$ cat src/sv/lir_pkg.sv
`timescale 1ns / 1ps
// Shared types, constants and helpers for the linear-interpolation resampler.
// No dependencies.
package lir_pkg;

  localparam int CFG_IDX_W = 2;
  localparam logic [CFG_IDX_W-1:0] CFG_SOURCE_RATE = 2'd0;
  localparam logic [CFG_IDX_W-1:0] CFG_TARGET_RATE = 2'd1;
  localparam logic [CFG_IDX_W-1:0] CFG_STEREO_MODE = 2'd2;

  localparam logic [15:0] RATE_MIN   = 16'd4000;
  localparam logic [15:0] RATE_MAX   = 16'd48000;
  localparam logic [15:0] RATE_RESET = 16'd48000;

  localparam logic signed [17:0] SAT_HI = 18'sd32767;
  localparam logic signed [17:0] SAT_LO = -18'sd32768;

  localparam int PHASE_W = 17;

  typedef struct packed {
    logic signed [15:0] left_in;
    logic signed [15:0] right_in;
    logic               final_frame;
  } lir_in_t;

  typedef struct packed {
    logic signed [15:0] left_out;
    logic signed [15:0] right_out;
    logic               run_end;
    logic               stream_end;
  } lir_out_t;

  typedef enum logic [2:0] {
    ST_IDLE,
    ST_CHECK,
    ST_LGO,
    ST_LWAIT,
    ST_RGO,
    ST_RWAIT,
    ST_PUSH,
    ST_FINISH
  } lir_state_t;

  typedef enum logic [1:0] {
    IU_IDLE,
    IU_MUL,
    IU_DIV,
    IU_FIN
  } lir_ist_t;

  function automatic logic [15:0] clamp_rate(input logic [15:0] r);
    logic [15:0] v;
    begin
      if (r < RATE_MIN) begin
        v = RATE_MIN;
      end else if (r > RATE_MAX) begin
        v = RATE_MAX;
      end else begin
        v = r;
      end
      return v;
    end
  endfunction

endpackage

$ cat src/sv/lir_interp.sv
`timescale 1ns / 1ps
// Shared interpolation unit: a + ((b - a) * ph) / dv, truncated and saturated.
// One multiply, a 16-step restoring divide, then sign fix and add. Uses lir_pkg.
module lir_interp import lir_pkg::*; (
  input  logic               clk,
  input  logic               rst_n,
  input  logic               start,
  input  logic signed [15:0] a,
  input  logic signed [15:0] b,
  input  logic [15:0]        ph,
  input  logic [15:0]        dv,
  output logic               done,
  output logic signed [15:0] res
);

  lir_ist_t           state_r, state_nxt;
  logic signed [15:0] a_r, a_nxt;
  logic [15:0]        mag_r, mag_nxt;
  logic               neg_r, neg_nxt;
  logic [15:0]        ph_r, ph_nxt;
  logic [15:0]        dv_r, dv_nxt;
  logic [15:0]        rem_r, rem_nxt;
  logic [15:0]        sh_r, sh_nxt;
  logic [3:0]         cnt_r, cnt_nxt;

  logic signed [16:0] diff;
  logic [16:0]        diff_abs;
  logic [31:0]        prod;
  logic [16:0]        trial;
  logic               ge;
  logic signed [17:0] qs;
  logic signed [17:0] sum;

  always_ff @(posedge clk) begin
    if (!rst_n) begin
      state_r <= IU_IDLE;
    end else begin
      state_r <= state_nxt;
    end
    a_r   <= a_nxt;
    mag_r <= mag_nxt;
    neg_r <= neg_nxt;
    ph_r  <= ph_nxt;
    dv_r  <= dv_nxt;
    rem_r <= rem_nxt;
    sh_r  <= sh_nxt;
    cnt_r <= cnt_nxt;
  end

  assign diff     = $signed({b[15], b}) - $signed({a[15], a});
  assign diff_abs = diff[16] ? 17'(-diff) : 17'(diff);
  assign prod     = mag_r * ph_r;
  assign trial    = {rem_r, sh_r[15]};
  assign ge       = trial >= {1'b0, dv_r};
  assign qs       = neg_r ? -$signed({2'b00, sh_r}) : $signed({2'b00, sh_r});
  assign sum      = $signed({{2{a_r[15]}}, a_r}) + qs;

  always_comb begin
    state_nxt = state_r;
    a_nxt     = a_r;
    mag_nxt   = mag_r;
    neg_nxt   = neg_r;
    ph_nxt    = ph_r;
    dv_nxt    = dv_r;
    rem_nxt   = rem_r;
    sh_nxt    = sh_r;
    cnt_nxt   = cnt_r;
    done      = 1'b0;
    res       = sum[15:0];
    if (sum > SAT_HI) begin
      res = SAT_HI[15:0];
    end else if (sum < SAT_LO) begin
      res = SAT_LO[15:0];
    end
    case (state_r)
      IU_IDLE: begin
        if (start) begin
          a_nxt     = a;
          mag_nxt   = diff_abs[15:0];
          neg_nxt   = diff[16];
          ph_nxt    = ph;
          dv_nxt    = dv;
          state_nxt = IU_MUL;
        end
      end
      IU_MUL: begin
        // quotient fits 16 bits, so the high half is already below dv
        rem_nxt   = prod[31:16];
        sh_nxt    = prod[15:0];
        cnt_nxt   = '0;
        state_nxt = IU_DIV;
      end
      IU_DIV: begin
        rem_nxt = ge ? 16'(trial - {1'b0, dv_r}) : trial[15:0];
        sh_nxt  = {sh_r[14:0], ge};
        cnt_nxt = cnt_r + 4'd1;
        if (cnt_r == 4'd15) begin
          state_nxt = IU_FIN;
        end
      end
      IU_FIN: begin
        done      = 1'b1;
        state_nxt = IU_IDLE;
      end
      default: begin
        state_nxt = IU_IDLE;
      end
    endcase
  end

endmodule

$ cat src/sv/linear_interp_resampler_s16.sv
`timescale 1ns / 1ps
// Top level of the linear-interpolation resampler for 16-bit PCM frames.
// Uses lir_pkg and lir_interp.
//
// One source frame is taken per input beat and the block then produces every
// output frame that falls before the next source frame, each one interpolated
// by a single shared multiply-and-divide unit (one multiply, a 16-step
// restoring divide, then the add and saturate), used once per channel; at
// most 12 outputs fall in one source interval. The frame marked final also
// flushes the held frame and returns the block to its idle stream state.
// The first frame of a stream only loads the history, unless it is also
// marked final. in_ready is low while an item is in work; the last result of
// an item may still wait in the output register while the next frame is taken.
// run_end marks the last beat caused by each frame and stream_end the last
// beat of a flushed stream.
// Rates are clamped to 4000..48000 Hz when used.
module linear_interp_resampler_s16 import lir_pkg::*; (
  input  logic                 clk,
  input  logic                 rst_n,
  input  logic                 cfg_we,
  input  logic [CFG_IDX_W-1:0] cfg_idx,
  input  logic [15:0]          cfg_wdata,
  input  logic                 in_valid,
  output logic                 in_ready,
  input  lir_in_t              in_data,
  output logic                 out_valid,
  input  logic                 out_ready,
  output lir_out_t             out_data
);

  logic [15:0] src_cfg_r;
  logic [15:0] dst_cfg_r;
  logic        stereo_r;

  lir_state_t         state_r, state_nxt;
  logic signed [15:0] held_l_r, held_l_nxt;
  logic signed [15:0] held_r_r, held_r_nxt;
  logic               have_r, have_nxt;
  logic [PHASE_W-1:0] phase_r, phase_nxt;
  logic signed [15:0] cur_l_r, cur_l_nxt;
  logic signed [15:0] cur_r_r, cur_r_nxt;
  logic               fin_r, fin_nxt;
  logic               flush_r, flush_nxt;
  logic signed [15:0] nres_l_r, nres_l_nxt;
  logic signed [15:0] nres_r_r, nres_r_nxt;
  logic               pend_v_r, pend_v_nxt;
  logic signed [15:0] pend_l_r, pend_l_nxt;
  logic signed [15:0] pend_rt_r, pend_rt_nxt;
  logic               out_valid_r, out_valid_nxt;
  lir_out_t           out_data_r, out_data_nxt;

  logic [15:0]        src_c;
  logic [15:0]        dst_c;
  logic               out_free;
  logic               iu_start;
  logic               iu_done;
  logic signed [15:0] iu_a;
  logic signed [15:0] iu_b;
  logic signed [15:0] iu_res;

  always_ff @(posedge clk) begin
    if (!rst_n) begin
      src_cfg_r <= RATE_RESET;
      dst_cfg_r <= RATE_RESET;
      stereo_r  <= 1'b1;
    end else if (cfg_we) begin
      case (cfg_idx)
        CFG_SOURCE_RATE: src_cfg_r <= cfg_wdata;
        CFG_TARGET_RATE: dst_cfg_r <= cfg_wdata;
        CFG_STEREO_MODE: stereo_r  <= cfg_wdata[0];
        default: ;
      endcase
    end
  end

  always_ff @(posedge clk) begin
    if (!rst_n) begin
      state_r     <= ST_IDLE;
      have_r      <= 1'b0;
      phase_r     <= '0;
      flush_r     <= 1'b0;
      pend_v_r    <= 1'b0;
      out_valid_r <= 1'b0;
    end else begin
      state_r     <= state_nxt;
      have_r      <= have_nxt;
      phase_r     <= phase_nxt;
      flush_r     <= flush_nxt;
      pend_v_r    <= pend_v_nxt;
      out_valid_r <= out_valid_nxt;
    end
    held_l_r   <= held_l_nxt;
    held_r_r   <= held_r_nxt;
    cur_l_r    <= cur_l_nxt;
    cur_r_r    <= cur_r_nxt;
    fin_r      <= fin_nxt;
    nres_l_r   <= nres_l_nxt;
    nres_r_r   <= nres_r_nxt;
    pend_l_r   <= pend_l_nxt;
    pend_rt_r  <= pend_rt_nxt;
    out_data_r <= out_data_nxt;
  end

  assign src_c    = clamp_rate(src_cfg_r);
  assign dst_c    = clamp_rate(dst_cfg_r);
  assign out_free = !out_valid_r || out_ready;
  assign iu_a     = (state_r == ST_RGO) ? held_r_r : held_l_r;
  assign iu_b     = (state_r == ST_RGO) ? cur_r_r : cur_l_r;

  lir_interp u_interp (
    .clk   (clk),
    .rst_n (rst_n),
    .start (iu_start),
    .a     (iu_a),
    .b     (iu_b),
    .ph    (phase_r[15:0]),
    .dv    (dst_c),
    .done  (iu_done),
    .res   (iu_res)
  );

  always_comb begin
    state_nxt     = state_r;
    held_l_nxt    = held_l_r;
    held_r_nxt    = held_r_r;
    have_nxt      = have_r;
    phase_nxt     = phase_r;
    cur_l_nxt     = cur_l_r;
    cur_r_nxt     = cur_r_r;
    fin_nxt       = fin_r;
    flush_nxt     = flush_r;
    nres_l_nxt    = nres_l_r;
    nres_r_nxt    = nres_r_r;
    pend_v_nxt    = pend_v_r;
    pend_l_nxt    = pend_l_r;
    pend_rt_nxt   = pend_rt_r;
    out_valid_nxt = out_valid_r && !out_ready;
    out_data_nxt  = out_data_r;
    iu_start      = 1'b0;
    case (state_r)
      ST_IDLE: begin
        if (in_valid) begin
          cur_l_nxt = in_data.left_in;
          cur_r_nxt = stereo_r ? in_data.right_in : 16'sd0;
          fin_nxt   = in_data.final_frame;
          flush_nxt = 1'b0;
          if (have_r) begin
            state_nxt = ST_CHECK;
          end else begin
            held_l_nxt = in_data.left_in;
            held_r_nxt = stereo_r ? in_data.right_in : 16'sd0;
            have_nxt   = 1'b1;
            if (in_data.final_frame) begin
              flush_nxt = 1'b1;
              state_nxt = ST_CHECK;
            end
          end
        end
      end
      ST_CHECK: begin
        if (phase_r < {1'b0, dst_c}) begin
          if (flush_r) begin
            nres_l_nxt = held_l_r;
            nres_r_nxt = held_r_r;
            state_nxt  = ST_PUSH;
          end else begin
            state_nxt = ST_LGO;
          end
        end else if (flush_r) begin
          held_l_nxt = '0;
          held_r_nxt = '0;
          have_nxt   = 1'b0;
          phase_nxt  = '0;
          state_nxt  = ST_FINISH;
        end else begin
          phase_nxt  = phase_r - {1'b0, dst_c};
          held_l_nxt = cur_l_r;
          held_r_nxt = cur_r_r;
          have_nxt   = 1'b1;
          if (fin_r) begin
            flush_nxt = 1'b1;
          end else begin
            state_nxt = ST_FINISH;
          end
        end
      end
      ST_LGO: begin
        iu_start  = 1'b1;
        state_nxt = ST_LWAIT;
      end
      ST_LWAIT: begin
        if (iu_done) begin
          nres_l_nxt = iu_res;
          if (stereo_r) begin
            state_nxt = ST_RGO;
          end else begin
            nres_r_nxt = '0;
            state_nxt  = ST_PUSH;
          end
        end
      end
      ST_RGO: begin
        iu_start  = 1'b1;
        state_nxt = ST_RWAIT;
      end
      ST_RWAIT: begin
        if (iu_done) begin
          nres_r_nxt = iu_res;
          state_nxt  = ST_PUSH;
        end
      end
      ST_PUSH: begin
        // the held result goes out once a later one exists, so run_end is known
        if (!pend_v_r || out_free) begin
          if (pend_v_r) begin
            out_valid_nxt = 1'b1;
            out_data_nxt  = '{left_out: pend_l_r, right_out: pend_rt_r,
                              run_end: 1'b0, stream_end: 1'b0};
          end
          pend_v_nxt  = 1'b1;
          pend_l_nxt  = nres_l_r;
          pend_rt_nxt = nres_r_r;
          phase_nxt   = PHASE_W'(phase_r + {1'b0, src_c});
          state_nxt   = ST_CHECK;
        end
      end
      ST_FINISH: begin
        if (!pend_v_r) begin
          state_nxt = ST_IDLE;
        end else if (out_free) begin
          out_valid_nxt = 1'b1;
          out_data_nxt  = '{left_out: pend_l_r, right_out: pend_rt_r,
                            run_end: 1'b1, stream_end: fin_r};
          pend_v_nxt    = 1'b0;
          state_nxt     = ST_IDLE;
        end
      end
      default: begin
        state_nxt = ST_IDLE;
      end
    endcase
  end

  assign in_ready  = (state_r == ST_IDLE);
  assign out_valid = out_valid_r;
  assign out_data  = out_data_r;

endmodule
$ cat config.mk
export PLATFORM = sky130hd
export DESIGN_NAME = linear_interp_resampler_s16
export DESIGN_NICKNAME = d
export VERILOG_FILES = /design/src/sv/lir_pkg.sv /design/src/sv/lir_interp.sv /design/src/sv/linear_interp_resampler_s16.sv
export SDC_FILE = /design/constraint.sdc
export NUM_CORES = 1
export LEC_CHECK = 0
export BUFFER_PORTS_ARGS = -buffer_cell sky130_fd_sc_hd__buf_4
export CORE_ASPECT_RATIO = 1.1
export CORE_MARGIN = 3
export CORE_UTILIZATION = 35
export DETAILED_ROUTE_END_ITERATION = 10
export GPL_TIMING_DRIVEN = 0
export PLACE_DENSITY = 0.5
export SYNTH_ARGS = -nofsm -noshare
export SYNTH_HDL_FRONTEND = slang
export SYNTH_SLANG_ARGS = --single-unit
export TNS_END_PERCENT = 20
$ cat constraint.sdc
create_clock -name clk -period 6 [get_ports clk]
set_input_delay 0.9 -clock clk [delete_from_list [all_inputs] [get_ports clk]]
set_output_delay 0.9 -clock clk [all_outputs]
set_load 0.02 [all_outputs]
==> summary.md <==
| Metric | Value |
|---|---|
| Reg-to-Reg End | u_interp.rem_r[12] |
| Clock Pin Slew Worst Setup and Hold Paths | 0.06 ns |
| CTS tree | done |
| DRC violations left | 0 |
| Worst slew pin tran | 1.13 ns |
| Post-DRT Antenna Nets | 0 |
| Most frequent cells in the layout | nand2_1 (366), inv_1 (315), edfxtp_1 (264) |
| Count of flip-flops with a built-in enable after synthesis | 264 |
| IO buf count | 90 |
| Total track usage | 19.1% |
| Achievable Freq | between 150 and 200 MHz |
| Post-synth top area share | 30.8% |
| Crit path buffers/inverters | 7 |
| Tcrit/Tclk final | 107% |
| Vias/cell | 5.13 |
| Critical path origin | u_interp.mag_r[5] |
| Placer's final routability congestion estimate | between 0.8 and 0.9 |
| Failing checks | negative setup slack |
| FF+latch count, synth | 323 |
| Setup WS post-layout | -0.449 ns |
| Hold path cells | 0 |
| YS warnings | 0 |
| Seq. cell area | slightly above 9000 um^2 |
| GR Overflow Total | 0 |
| Row cnt | 103 |
| FILL cells | ~7,000 |
| Fin crit period | 6.45 ns |
| Yosys cell types | 78 |
| Crit Path Max Fanout | 5 |
| Largest net degree at the start of global routing | 38 |
| Clock skew | 0.0237 ns |
| Die Span X | 265 um |
| Critical Path Most Common Cell | fa_1 |
| Req. time, crit path | 6.25 ns |
| Reg2reg setup slack | -0.45 ns |
| P&R area growth vs syn | 16.6% |
| I/O pins | between 90 and 100 |
| Run status | finished, violations left |
| Total CTS buffers | 36 |
| Synth area leaders | edfxtp_1 (31%), fa_1 (15%), ha_1 (9.3%), nand2_1 (5.4%), inv_1 (4.8%) |
| Via count | approximately 19,000 |
| R2R cell count | 24 |
| Worst r2r src | u_interp.mag_r[5] |
| Max Buffers Root-to-Sink | 3 |
| Mapped Nets | between 3,000 and 4,000 |
| DR pass1 iterations | 5 |
| Clock Tree Root | clkbuf_16 |
| Slew headroom | 24.1% |
| CP max stage delay | 0.53 ns |
| Core area | between 70,000 and 80,000 um^2 |
| Layout cells sized above 1 | 12.7% |
| Post-route core utilization | 41.5% |
| Post-synthesis sequential area ratio | 35.4% |
| Fin. Hold Viols | 0 |
| First-pass GRT wire length | between 100,000 and 150,000 um |
| CP top delay family | adder cells |
| Crit path kind | register to register |
| FFs w/ async S/R, synth | 0% |
| Slowest-stage cell, CP | fa_1 |
| CP startpoint kind | register |
| Routed wire length | 73,400 um |
| Average wire per standard cell | about 19 um |
| Worst Hold Class | register to register |
| H-tree levels | 2 |
| Sink Count | 323 |
| Max_cap viols | 0 |
| Worst skew pair latency | 0.55 ns |
| Commonest non-fill, non-tap cell in the layout | nand2_1 |
| Yosys top cell by area | edfxtp_1 |
| Starting Density | 35.6% |
| Vias in the first global route | a little over 20,000 |
| Hpwl dp | 58,300 um |
| Syn_area_per_cell | a little under 10 um^2 |
| Layout Nets | ~3,300 |
| Setup crit end kind | register |
| Initial detailed-routing violation count | between 1,000 and 1,500 |
| Die footprint | roughly 77,000 um^2 |
| Die extent in y | 290 um |
| Final Max Slew Viols | 0 |
| Most used DFF post-synth | edfxtp_1 |
| Max reg flops | 34 |
| WHS Endpoint | pend_l_r[14] |
| Cells after Synth | 2,610 |
| Final setup viols | 14 |
| Diode count | 0 |
| RSZ-0062 raised after global routing | true |
| Arrival @ worst endpoint | 6.70 ns |
| Multi-input logic area | ~15,000 um^2 |
| Hold_sp | nres_l_r[14] |
| Synthesized cell area | 25,700 um^2 |
| CP cell instances | buf_6, buf_6, buf_6, and2_4, fa_1, inv_1, fa_1, inv_1, fa_1, fa_1, fa_1, inv_1, fa_1, inv_2, ha_4, a21o_1, a21o_1, a211oi_2, o21ba_2, o31a_1, or3_1, a311o_1, xor2_2, mux2i_1 |
| Initial antenna violation count | 0 |
==> what timing repair did <==
action,4_1_cts,5_1_grt
pin swaps,22,36
setup buffers,38,24
hold buffers,0,0
endpoints found under the setup margin,20,36
resized for setup,73,74
==> through the flow <==
stage / hold WS (ns) / cell area (um^2) / setup TNS, ns / instances / setup WS, ns
floorplan: 0.400 / 25800 / 0 / 2610 / 0.00302
global placement: 0.405 / 27700 / -45.08 / 3645 / -1.58
detailed placement: 0.405 / 27800 / -19.11 / 3651 / -1.54
CTS: 0.420 / 29600 / -4.37 / 3754 / -0.672
global route: 0.423 / 30000 / -6.89 / 3779 / -0.617
finish: 0.418 / 30000 / -3.98 / 3779 / -0.449
==> metal layers <==
metal	wire length [um]	GRT usage [%]	part of all wire [%]
met2	35400	32.8	48
met4	1730	4.37	2.4
met3	3390	2.03	4.6
met1	32900	25.9	45
met5	0	0	0
==> layout make-up <==
| type | count | share of cell area [%] |
|---|---|---|
| timing repair buffer | 158 | 4.40 |
| sequential | 323 | 30.4 |
| tap | 945 | 3.94 |
| clock inverter | 20 | 0.755 |
| multi-input combinational | 1860 | 51.3 |
| buffer | 100 | 1.75 |
| clock buffer | 46 | 3.41 |
| inverter | 327 | 4.09 |
==> kinds of logic after synthesis <==
logic type                 synth area share [%]
AOI/OAI and AO/OA                          11.8
xor gates and xnor gates                   3.78
adders and majority gates                  24.8
buffers and inverters                      6.25
DFF                                        35.4
muxes                                      2.22
and+or+nand+nor                            15.8
==> how the worst max path moves through the flow <==
stage / endpoint / slack, ns / cells after the start
6_report: u_interp.rem_r[12] / -0.45 / 24
5_1_grt: u_interp.rem_r[6] / -0.62 / 26
4_1_cts: u_interp.rem_r[12] / -0.67 / 21
3_5_place_dp: u_interp.rem_r[11] / -1.54 / 21
3_3_place_gp: u_interp.rem_r[11] / -1.58 / 21
2_1_floorplan: u_interp.rem_r[12] / 0.003 / 22
==> synth_stat cells, types with 27 or more instances <==
master and number:
dfxtp_1 59, nand2b_1 52, xnor2_1 84, xor2_1 27, edfxtp_1 264, nand2_1 368, clkbuf_1 92, nand3_1 45
nor2_1 93, a21o_1 35, o21ai_0 115, mux2i_1 29, inv_1 326, nor3_1 31, fa_1 199, a21oi_1 120
ha_1 192, and2_1 142
Power is left out: the tool's default activity adds up to more than one toggle a clock period on the data nets, which glitch-free logic cannot reach.
